--- src/design/pmswb_pkg.sv ---
// ----------------------------------------------------------------------------
// pmswb_pkg
// Shared types, register indexes and the white-balance function for the
// polarizer mosaic splitter.
// ----------------------------------------------------------------------------
package pmswb_pkg;

  // Configuration register indexes.
  localparam logic [2:0] CFG_RAW_ROW_WIDTH = 3'd0;
  localparam logic [2:0] CFG_WIDE_MODE     = 3'd1;
  localparam logic [2:0] CFG_RED_GAIN      = 3'd2;
  localparam logic [2:0] CFG_GREEN_GAIN    = 3'd3;
  localparam logic [2:0] CFG_BLUE_GAIN     = 3'd4;

  localparam logic [12:0] RESET_ROW_WIDTH  = 13'd2448;
  localparam logic [15:0] RESET_RED_GAIN   = 16'd344;
  localparam logic [15:0] RESET_GREEN_GAIN = 16'd255;
  localparam logic [15:0] RESET_BLUE_GAIN  = 16'd731;

  typedef struct packed {
    logic [15:0] pixel;
    logic        frame_start;
  } in_beat_t;

  typedef struct packed {
    logic [15:0] angle_0;
    logic [15:0] angle_45;
    logic [15:0] angle_90;
    logic [15:0] angle_135;
    logic        row_done;
  } out_beat_t;

  // Per-pixel decode of the current raster position.
  typedef struct packed {
    logic store_en;
    logic load_left;
    logic emit;
    logic row_done;
    logic hx;
    logic hy;
  } pos_t;

  // Raw quad with its colour gain, ready for balancing.
  typedef struct packed {
    logic [15:0] raw_0;
    logic [15:0] raw_45;
    logic [15:0] raw_90;
    logic [15:0] raw_135;
    logic [15:0] gain;
    logic        row_done;
  } quad_t;

  // Gain times pixel, then saturate or drop the low byte.
  function automatic logic [15:0] balance(input logic [15:0] px, input logic [15:0] gain,
                                          input logic wide);
    logic [15:0] src;
    logic [31:0] prod;
    logic [15:0] res;
    src  = wide ? px : {8'h00, px[7:0]};
    prod = 32'(gain) * 32'(src);
    if (wide) begin
      res = (prod[31:24] != 8'h00) ? 16'hFFFF : prod[23:8];
    end else begin
      res = (prod[31:16] != 16'h0000) ? 16'h00FF : prod[23:8];
    end
    return res;
  endfunction

endpackage

--- src/design/pmswb_tracker.sv ---
// ----------------------------------------------------------------------------
// pmswb_tracker
// Raster position counters, effective row width and the 135-degree holder.
// ----------------------------------------------------------------------------
module pmswb_tracker #(
  parameter int MAX_ROW_PIXELS = 4096
) (
  input  logic                              clk,
  input  logic                              rst_n,
  input  logic                              beat_take,
  input  pmswb_pkg::in_beat_t               beat,
  input  logic [12:0]                       raw_row_width,
  output pmswb_pkg::pos_t                   pos,
  output logic [$clog2(MAX_ROW_PIXELS)-1:0] col_addr,
  output logic [15:0]                       left_pixel
);
  import pmswb_pkg::*;

  localparam int AW = $clog2(MAX_ROW_PIXELS);
  localparam int CW = (AW + 1 > 13) ? AW + 1 : 13;

  logic [AW-1:0] col_r, col_nxt, col_cur;
  logic [1:0]    phase_r, phase_nxt, phase_cur;
  logic [15:0]   left_r;
  logic [CW-1:0] raw_ext, max_even, width_eff, col_ext, col_inc;
  logic          in_row, last;

  always_comb begin
    col_cur   = beat.frame_start ? '0 : col_r;
    phase_cur = beat.frame_start ? 2'b00 : phase_r;
    raw_ext   = CW'({raw_row_width[12:1], 1'b0});
    max_even  = CW'(MAX_ROW_PIXELS) & ~CW'(1);
    priority if (raw_ext == '0) begin
      width_eff = CW'(2);
    end else if (raw_ext > max_even) begin
      width_eff = max_even;
    end else begin
      width_eff = raw_ext;
    end
    col_ext = CW'(col_cur);
    col_inc = col_ext + CW'(1);
    in_row  = col_ext < width_eff;
    last    = col_inc >= width_eff;

    pos.store_en  = in_row & ~phase_cur[0];
    pos.load_left = in_row & phase_cur[0] & ~col_cur[0];
    pos.emit      = in_row & phase_cur[0] & col_cur[0];
    pos.row_done  = last;
    pos.hx        = col_cur[1];
    pos.hy        = phase_cur[1];

    col_nxt   = last ? '0 : col_inc[AW-1:0];
    phase_nxt = last ? phase_cur + 2'd1 : phase_cur;
  end

  always_ff @(posedge clk) begin
    if (!rst_n) begin
      col_r   <= '0;
      phase_r <= 2'b00;
      left_r  <= '0;
    end else if (beat_take) begin
      col_r   <= col_nxt;
      phase_r <= phase_nxt;
      if (pos.load_left) begin
        left_r <= beat.pixel;
      end
    end
  end

  assign col_addr   = col_cur;
  assign left_pixel = left_r;

endmodule

--- config.mk ---
export PLATFORM = sky130hd
export DESIGN_NAME = pmswb_tracker
export DESIGN_NICKNAME = d
export VERILOG_FILES = /design/src/design/pmswb_pkg.sv /design/src/design/pmswb_tracker.sv
export SDC_FILE = /design/constraint.sdc
export NUM_CORES = 1
export LEC_CHECK = 0
export ABC_AREA = 1
export BUFFER_PORTS_ARGS = -buffer_cell sky130_fd_sc_hd__buf_2
export CAP_MARGIN = 20
export CORE_MARGIN = 2
export CORE_UTILIZATION = 47
export DETAILED_ROUTE_END_ITERATION = 8
export PLACE_DENSITY = 0.77
export SETUP_SLACK_MARGIN = 0.05
export SKIP_CTS_REPAIR_TIMING = 1
export SYNTH_ARGS = -nofsm -noshare
export SYNTH_HDL_FRONTEND = slang
export SYNTH_SLANG_ARGS = --single-unit
export TNS_END_PERCENT = 1
--- constraint.sdc ---
create_clock -name clk -period 3.3 [get_ports clk]
set_input_delay 0.66 -clock clk [delete_from_list [all_inputs] [get_ports clk]]
set_output_delay 0.66 -clock clk [all_outputs]
set_load 0.005 [all_outputs]
Word level (Yosys, flattened, before mapping)
Cells that the tools add are included.
- output and inout bits: 34
- bits in registers: 30
- input port bits: 33
- order comparisons: 3
- mux-type cells: 6
- bitwise operators: 6
- reduce and logical (&&, ||, !) cells: 2
- $add $sub $neg: 2
- operators by type and width (operator ; number):
    2-to-1 mux 13 bit ; 2
    2-to-1 mux 12 bit ; 2
    adder 12 x 1 -> 13 bit, second input constant ; 1
    >= comparator 13 bit ; 1
    > comparator 13 bit, second input constant ; 1
    < comparator 12 x 13 -> 1 bit ; 1
    zero test 12 bit ; 1
    AND 1 bit ; 4
    2-to-1 mux 2 bit ; 2
    adder 2 x 1 -> 2 bit, second input constant ; 1
    NOT 1 bit ; 2
    AND reduction 2 bit ; 1

Logic depth before layout (Yosys ltp)
- depth in word-level cells: 7
- mapped depth: 19
- gate-level depth less buffers: 19

Least setup slack after synthesis
OpenSTA, ideal clock, no wires.
- path type: input -> output
- start point: input raw_row_width[9]
- end point: output pos[4] in the netlist's numbering
- slack: -229 ps
- arrival: 2869 ps
- data required time: 2640 ps
- stages on the path: 13
- path through: or2_1 nor2_1 nand2_1 nand2_2 clkbuf_1 nand2_1 ha_1 a21oi_1 o21ai_0 a221oi_1 nand3_4 nor2_4 buf_4
- RTL lines (item ; RTL line ; text):
    start, declared ; pmswb_tracker.sv:12 ; input logic [12:0] raw_row_width,
    end, declared ; pmswb_tracker.sv:13 ; output pmswb_pkg::pos_t pos,

==> reports/metrics.yaml <==
numCtsBuffers: 5
cts_max_path_buffers: 2
ys_warn_count: 0
worst_pin_slew_ps: 494
relSlewSlack_pct: 66.9
syn_nets: 388
synth_common_cells: "73 x nand2_1, 62 x nor2_1, 43 x inv_1"
firstDrtPassIters: 4
synthToLayoutAreaGrowth_pct: 39.3
setup_viol: 1
drc: 0
period_minus_slack_ps: 3460
synth.most_common_cell: "nand2_1"
dieHeight_um: 72.8
report.final.slew_viol_count: 0
yosysSeqAreaShare_pct: 27.0
dieArea_um2: 5300
nets: 485
power_density_nw_per_um2: 264
rsz0062_at_grt: "true"
grt_pass1_vias: 2166
synth-seq-cells: 30
synth_area_um2: 2220
coreArea_um2: 4630
hp-class: "flop to flop"
row_count: 25
cts.htree.levels: 2
num_vias: 2352
final.period_utilization_pct: 105
fmax_mhz: 289
dp.final_hpwl_mm: 4.23
hold_ws_ps: 448
ant_nets: 0
viasPerCell: 4.86
fp.dieW_um: 72.8
report.power.total_mw: 0.819
required_ps: 2640
maxCapViolations: 0
wire_per_inst_um: 11.3
grt_pass1_wl_mm: 9.01
arrival_ps: 2800
synthDistinctLibCells: 38
start_kind: "input port"
syn_area_per_cell_um2: 6.70
p_leak_nw: 1.70
drt_iter0_markers: 112
drive_above_1_share_pct: 33.3
cts-root-buf: "clkbuf_8"
wl_mm: 5.47
final-hold-violation-count: 0
cts_tree: "built"
grt.total_usage_pct: 21.2
synth_area_leaders: "dfxtp_1 27%, ha_1 13%, nand2_1 12%"
synth-async-reset-ratio_pct: 0
antenna_found_initial: 0
place_congestion: 0.855
crit_path_max_fanout: 4
io_buffers: 65
ios: 67
violations: "negative setup slack"
cp-end-kind: "primary output"
grt_max_degree: 19
initial_utilization_pct: 48.0
globalRouteOverflowTotal: 0
finClkSkew_ps: 7.46
outcome: "finished, violations left"
worst_slack_ps: -165
synth_top_area_share_pct: 27.0
synthesis.instances: 332
final_core_util_pct: 66.9
synth_top_area_cell: "dfxtp_1"
vdd_drop_max_v: 0.000198
synth-edff-count: 0
critical_path_class: "input port to primary output"
clk_pin_slew_worst_paths_ps: 60
cts.sinks: 30
insertion_delay_ps: 270
antennaDiodeCount: 0
synth_ff_type: "dfxtp_1"
==> through the flow <==
| stage | setup TNS, ps | setup slack (ps) | cell area (um^2) | instances |
|---|---|---|---|---|
| after CTS | -723 | -408 | 3010 | 483 |
| after floorplan | -87.2 | -79.3 | 2310 | 332 |
| final | -165 | -165 | 3100 | 484 |
| after global placement | -3080 | -334 | 2920 | 475 |
| after detailed placement | -3980 | -383 | 2920 | 475 |
| after global routing | -992 | -322 | 3100 | 484 |
==> power by group <==
part           switching (mW)  leakage, nW  total, mW  internal, mW
clock network           0.130       0.0482      0.298         0.168
logic                  0.0845         1.41      0.148        0.0631
registers             0.00439        0.243      0.374         0.370
==> cell usage in the layout, fill, tap and decap left out, types with 2 or more instances in the layout <==
cell and count:
nand2_2 2, buf_12 2, ha_1 19, inv_1 42, nor2_4 3, buf_2 64, nand2_4 3, nor4_4 2
ha_4 4, xnor2_1 4, clkbuf_8 6, a21oi_1 17, nand3_4 2, dfxtp_1 30, nand3_1 21, xor2_1 5
nor2_1 59, a21oi_2 2, nand2_1 72, or2_1 2, inv_2 2, buf_4 37, o21ai_1 2, nor3_1 2
nor2_2 4, o21ai_0 2, nor3_4 2, a22oi_1 3
==> routing by layer <==
layer | up-vias | global-route usage [%] | part of all wire (%)
met4 | 0 | 7.00 | 1.5
li1 | 1239 | - | -
met2 | 49 | 38.1 | 51
met1 | 1054 | 25.9 | 44
met3 | 10 | 3.18 | 2.8
met5 | - | 0 | 0
==> critical path, stage by stage <==
cell and delay [ps]:
buf_12 120, inv_16 50, nand2_8 40, inv_4 60
ha_4 130, nand2_4 50, nor2_4 110, nand3_4 80
nor4_4 190, xor2_1 250, ha_1 310, a21oi_1 160
nand2_1 60, a21oi_1 110, nand3_1 110, a21o_1 180
buf_2 120
==> flip-flops by register name, summed over array words and instances, names as in the netlist <==
signal,count
col_r,12
phase_r,2
left_pixel,16
==> final timing paths <==
path / startpoint / to / slack [ps] / cells past startpoint
worst max-delay path: beat[0] / pos[2] / -160 / 17
worst min-delay path: phase_r[1] / phase_r[1] / 450 / 1
worst max register to register: col_r[1] / col_r[9] / 270 / 19
worst min register to register: phase_r[1] / phase_r[1] / 450 / 1
==> logic make-up (layout without fill, tap and decap cells) <==
family,count (synthesis),in the layout,share of synthesized area (%)
compound gates,31,31,7.88
xor+xnor,10,10,4.28
fa+ha+maj,23,23,12.9
buf+inv,60,158,11.1
flops,30,30,27.0
simple gates,178,178,36.8
==> cell type report <==
class / count / area, um^2
flip-flops and latches: 30 / 601
fillers: 407 / 1530
multi-input cells: 242 / 1510
repair buffers: 103 / 638
clock buffers: 7 / 86.3
clock inverters: 1 / 5.00
inverters: 47 / 195
well taps: 54 / 67.6
Note: power is estimated with default switching activity, not from simulation.
