--- src/design/pmswb_pkg.sv ---
// ----------------------------------------------------------------------------
// pmswb_pkg
// Shared types, register indexes and the white-balance function for the
// polarizer mosaic splitter.
// ----------------------------------------------------------------------------
package pmswb_pkg;

  // Configuration register indexes.
  localparam logic [2:0] CFG_RAW_ROW_WIDTH = 3'd0;
  localparam logic [2:0] CFG_WIDE_MODE     = 3'd1;
  localparam logic [2:0] CFG_RED_GAIN      = 3'd2;
  localparam logic [2:0] CFG_GREEN_GAIN    = 3'd3;
  localparam logic [2:0] CFG_BLUE_GAIN     = 3'd4;

  localparam logic [12:0] RESET_ROW_WIDTH  = 13'd2448;
  localparam logic [15:0] RESET_RED_GAIN   = 16'd344;
  localparam logic [15:0] RESET_GREEN_GAIN = 16'd255;
  localparam logic [15:0] RESET_BLUE_GAIN  = 16'd731;

  typedef struct packed {
    logic [15:0] pixel;
    logic        frame_start;
  } in_beat_t;

  typedef struct packed {
    logic [15:0] angle_0;
    logic [15:0] angle_45;
    logic [15:0] angle_90;
    logic [15:0] angle_135;
    logic        row_done;
  } out_beat_t;

  // Per-pixel decode of the current raster position.
  typedef struct packed {
    logic store_en;
    logic load_left;
    logic emit;
    logic row_done;
    logic hx;
    logic hy;
  } pos_t;

  // Raw quad with its colour gain, ready for balancing.
  typedef struct packed {
    logic [15:0] raw_0;
    logic [15:0] raw_45;
    logic [15:0] raw_90;
    logic [15:0] raw_135;
    logic [15:0] gain;
    logic        row_done;
  } quad_t;

  // Gain times pixel, then saturate or drop the low byte.
  function automatic logic [15:0] balance(input logic [15:0] px, input logic [15:0] gain,
                                          input logic wide);
    logic [15:0] src;
    logic [31:0] prod;
    logic [15:0] res;
    src  = wide ? px : {8'h00, px[7:0]};
    prod = 32'(gain) * 32'(src);
    if (wide) begin
      res = (prod[31:24] != 8'h00) ? 16'hFFFF : prod[23:8];
    end else begin
      res = (prod[31:16] != 16'h0000) ? 16'h00FF : prod[23:8];
    end
    return res;
  endfunction

endpackage

--- src/design/pmswb_balance.sv ---
// ----------------------------------------------------------------------------
// pmswb_balance
// Four gain multipliers with saturation, feeding the result register.
// ----------------------------------------------------------------------------
module pmswb_balance (
  input  logic                 clk,
  input  logic                 rst_n,
  input  logic                 quad_valid,
  input  pmswb_pkg::quad_t     quad,
  input  logic                 wide_mode,
  output logic                 quad_take,
  output logic                 out_valid,
  input  logic                 out_stall,
  output pmswb_pkg::out_beat_t out_data
);
  import pmswb_pkg::*;

  logic      out_valid_r;
  out_beat_t out_data_r, out_data_nxt;

  assign quad_take = ~out_valid_r | ~out_stall;

  always_comb begin
    out_data_nxt.angle_0   = balance(quad.raw_0, quad.gain, wide_mode);
    out_data_nxt.angle_45  = balance(quad.raw_45, quad.gain, wide_mode);
    out_data_nxt.angle_90  = balance(quad.raw_90, quad.gain, wide_mode);
    out_data_nxt.angle_135 = balance(quad.raw_135, quad.gain, wide_mode);
    out_data_nxt.row_done  = quad.row_done;
  end

  always_ff @(posedge clk) begin
    if (!rst_n) begin
      out_valid_r <= 1'b0;
    end else if (quad_take) begin
      out_valid_r <= quad_valid;
    end
  end

  always_ff @(posedge clk) begin
    if (quad_take && quad_valid) begin
      out_data_r <= out_data_nxt;
    end
  end

  assign out_valid = out_valid_r;
  assign out_data  = out_data_r;

endmodule

--- config.mk ---
export PLATFORM = sky130hd
export DESIGN_NAME = pmswb_balance
export DESIGN_NICKNAME = d
export VERILOG_FILES = /design/src/design/pmswb_pkg.sv /design/src/design/pmswb_balance.sv
export SDC_FILE = /design/constraint.sdc
export NUM_CORES = 2
export LEC_CHECK = 0
export ABC_AREA = 1
export BUFFER_PORTS_ARGS = -buffer_cell sky130_fd_sc_hd__clkbuf_2
export CAP_MARGIN = 15
export CORE_UTILIZATION = 40
export CTS_CLUSTER_DIAMETER = 100
export CTS_CLUSTER_SIZE = 8
export DETAILED_ROUTE_END_ITERATION = 8
export PLACE_DENSITY = 0.65
export SETUP_SLACK_MARGIN = 0.15
export SLEW_MARGIN = 20
export SYNTH_ARGS = -nofsm -noshare
export SYNTH_HDL_FRONTEND = slang
export SYNTH_SLANG_ARGS = --single-unit
--- constraint.sdc ---
create_clock -name clk -period 9.8 [get_ports clk]
set_clock_uncertainty 0.2 [all_clocks]
set_input_delay 1.96 -clock clk [delete_from_list [all_inputs] [get_ports clk]]
set_output_delay 1.96 -clock clk [all_outputs]
set_load 0.01 [all_outputs]
# Yosys cells after proc, flatten, opt, wreduce, memory -nomap -nowiden
# Cells that the tools add are included.
op_classes:
  reduce_logical: 9
  n_mul: 4
  mux: 16
  n_bitwise: 3
ops:
  columns: ["operator", "n"]
  rows:
  - ["16-bit two-way mux", 16]
  - ["16-bit by 16-bit multiplier with 32-bit output", 4]
  - ["16-bit nonzero test", 4]
  - ["8-bit nonzero test", 4]
  - ["1-bit NOT", 2]
  - ["1-bit logical AND", 1]
  - ["1-bit OR", 1]
word_totals:
  reg_bits: 66
  output_inout_bits: 67
  wordCells: 38
  input_bits: 86

# Depth between registers and ports, before layout
logic_depth:
  ltp_word: 5
  depth_mapped: 36

# Least setup slack after synthesis
# No wires, ideal clock.
synth_timing:
  path_kind: "input -> register"
  start: "input port wide_mode"
  end: "register out_data_r (netlist bit out_data[17]) (data pin)"
  cell_stages: 30
  path_slack_ns: 1.656
  setup_time_ns: 0.268
  t_arrival_ns: 7.676
  cell_sequence: "clkbuf_1 clkbuf_1 nand2_1 inv_1 clkbuf_1 nand2_1 fa_1 inv_1 fa_1 inv_1 fa_1 inv_1 fa_1 fa_1 inv_1 fa_1 inv_1 ha_1 nand2_1 inv_1 a21oi_1 inv_1 a21oi_1 nor2_1 nor2_1 nand3_1 nand2_1 nand3b_1 nor2_4 nand3_1"
synth_lines:
  columns: ["element", "line_no", "rtl"]
  rows:
  - ["from (decl)", "pmswb_balance.sv:10", "input logic wide_mode,"]
  - ["to (signal assigned)", "pmswb_balance.sv:41", "out_data_r <= out_data_nxt;"]
  - ["to (decl)", "pmswb_balance.sv:19", "out_beat_t out_data_r, out_data_nxt;"]

==> impl_results.md <==
- CP Max Fanout: 34
- EDFF count, synth: 65
- Row cnt: between 100 and 150
- IO buf count: about 150
- DRT iter0 DRCs: between 1,500 and 2,000
- Inst Count DP: between 6,000 and 7,000
- CTS H-tree lvls: 3
- Worst min path class: register to register
- Total gr overflow: 0
- Fin crit period: about 8.8 ns
- Ys async rst share: 0%
- Drt drc: 0
- CTS Buffer Depth: 2
- Clk slew on worst S/H paths: 0.09 ns
- Max rail drop VDD: about 0.26 mV
- Hold Crit Depth: 2
- FF-to-FF path depth: 2
- Top achievable clock speed: about 0.11 GHz
- Arrival time worst endpoint: approximately 8.8 ns
- Fraction of power spent switching nets: a little over three fifths
- Required time worst endpoint: around 9.7 ns
- Die Width: around 320 um
- Synth top area share: between 30% and 40%
- NetSw: approximately 9000 uW
- Syn-to-layout area delta: 6.32%
- CP peak stage delay: 0.54 ns
- Synthesized Nets: 6,840
- Syn Std Cell Area: between 30,000 and 40,000 sq um
- Vias: roughly 33,000
- Post-synthesis area per instance: 7.13 sq um
- Synth cell types: 33
- Status: complete, no violations
- Setup Buffers After CTS: 0
- Seq pwr share: between 2 and 3%
- Antenna violations before repair: 10
- Sequential share of the synthesized area: under 10%
- Leak pwr: between 0.02 and 0.03 uW
- Yosys synthesis warning count: 0
- FF-to-FF setup slack: approximately 8.2 ns
- Total Wirelength: 114,000 um
- Clock root cell: clkbuf_16
- Pint: between 5000 and 6000 uW
- Die Ht: 317 um
- Synth top area cells: fa_1 (39%), inv_1 (15%), nand2_1 (15%), ha_1 (13%), edfxtp_1 (4.9%)
- Crit. End Element: register
- Clk pwr share: ~3.0%
- Setup_tns: 0 ns
- Synth top cells by count: inv_1 (1,634), nand2_1 (1,556), fa_1 (772)
- Critical path class: input pin to register
- Flip-flop and latch count after synthesis: 66
- HPWL after detailed placement: about 96,000 um
- Max-Cap Viols: 0
- Ports: 153
- Area leader, netlist: fa_1
- Post-route non-filler standard cell count: 6,898
- Worst-Skew Late Latency: between 0.4 and 0.5 ns
- Reg-to-Reg Start: out_valid
- 1st-pass router iterations: 5
- Antenna viol nets, final: 0
- First-pass GRT wire length: about 190,000 um
- Least-Margin Pin Slew: about 1.2 ns
- Fillers: ~10,000
- Crit start category: input pin
- Comb power frac: a little over nine tenths
- Worst reg2reg path endpoint: out_data[55]
- Final Hold Violating Endpoints: 0
- Final critical-path share of the clock period: about nine tenths
- CTS tree: done
- Hold path start: out_valid
- Vias in the first global route: roughly 35,000
- Cells after synthesis: about 5,600
- RSZ-0062 raised after global routing: no
- Final slew viol count: 0
- Hold buffer count at CTS: 0
- Pin count of the biggest net entering global routing: 53
- Pwr per Cell Area: 335 nW/um^2
- Drt wl/cell: roughly 17 um
- Synth Flop Type: edfxtp_1
- Num Clock Sinks: 66
- # setup viols final: 0
- Max_slew headroom: between 20 and 25%
- Share of cells above drive strength 1: about 4.7%
- Hold Path End: out_valid
- Total track usage: between 20% and 30%
- Area of the die: 101,000 sq um
- ANT cells: 0
- Initial core utilization: 40.4%
- Gp weighted congestion: ~0.92
- Most common cell in the netlist: inv_1
- Drt via density: around 4.8
- Fin nets: roughly 7,000
- Number of CTS-inserted buffers: 9
- Slowest-stage cell, CP: fa_1
- Core area: about 98,000 sq um
- CTS resizes: 0
[power by group through the flow]
stage / Sequential, uW / Clock (uW) / Combinational (uW)
after global placement: 388 / 0 / 13300
after global routing: 383 / 441 / 15300
after CTS: 381 / 437 / 13500
final: 379 / 421 / 13400
after detailed placement: 386 / 0 / 13400
after floorplan: 401 / 0 / 9770
[state kept, by name, indices dropped and copies added (netlist names)]
register / count
out_data: 65
out_valid: 1
[worst max-delay path by stage]
stage,from,to,slack (ns)
2_1_floorplan,wide_mode,out_data[17],1.66
3_3_place_gp,wide_mode,out_data[53],0.57
3_5_place_dp,wide_mode,out_data[53],0.54
4_1_cts,wide_mode,out_data[53],0.98
5_1_grt,wide_mode,out_data[50],0.59
6_report,wide_mode,out_data[53],0.97
[layer usage]
layer | up-vias | routed length [um] | global-route usage, %
met1 | 16340 | 47300 | 29.8
met3 | 251 | 7180 | 3.78
met2 | 942 | 55400 | 41.6
met5 | - | 93 | 0
li1 | 15904 | - | -
met4 | 14 | 4270 | 8.38
[worst max-delay path: cells and delay by family]
family | cells | cell delay [ns]
buffers and inverters | 9 | 1.52
and+or+nand+nor | 12 | 1.59
adders and majority gates | 7 | 3.36
AOI/OAI and AO/OA | 1 | 0.30
[logic make-up after synthesis]
| group | Yosys count | share of synthesized area (%) |
|---|---|---|
| adders and majority gates | 1176 | 51.5 |
| buffers and inverters | 1825 | 17.2 |
| and+or+nand+nor | 2342 | 23.5 |
| xor gates and xnor gates | 50 | 1.10 |
| DFF | 66 | 4.96 |
| AOI/OAI and AO/OA | 119 | 1.67 |
[area by class of cell]
type | count | area (sq um) | share of cell area, %
multi-input cells | 3687 | 31000 | 73.2
clock inverters | 7 | 125 | 0.296
flip-flops and latches | 66 | 1970 | 4.66
well taps | 1287 | 1610 | 3.81
repair buffers | 206 | 1260 | 2.97
inverters | 1636 | 6140 | 14.5
clock buffers | 9 | 225 | 0.532
[cells in the final DEF, fill, tap and decap left out, types with 2 or more instances in the layout]
master        n
nor2_4       16
edfxtp_1     65
inv_1      1634
nand2_1    1556
a21oi_1      75
nand4_1      27
a21o_1        3
inv_2         2
nor3_1       18
a31oi_1       3
bufinv_16     3
nor2_1      497
xnor2_1      35
clkbuf_16     9
o21bai_2      2
o21ai_2       2
ha_1        404
buf_4        48
fa_1        772
clkinv_4      3
xor2_1       15
clkbuf_2    151
o21bai_1     12
nand3b_1     10
nand3_1     194
and2_1        4
o21ai_0      18
nand2_2      16
buf_12        7
nand3_2       2
[metrics by stage]
step	utilization, %	power, uW	setup slack [ns]	instance area [sq um]	hold slack [ns]
2_1_floorplan	-	10200	1.66	39800	0.389
3_3_place_gp	42.6	13700	0.565	42000	0.321
3_5_place_dp	42.6	13800	0.540	42000	0.337
4_1_cts	43.0	14300	0.980	42300	0.354
5_1_grt	43.0	16100	0.590	42300	0.380
6_report	43.0	14200	0.973	42300	0.359
Power figures use the tool's default switching activity.
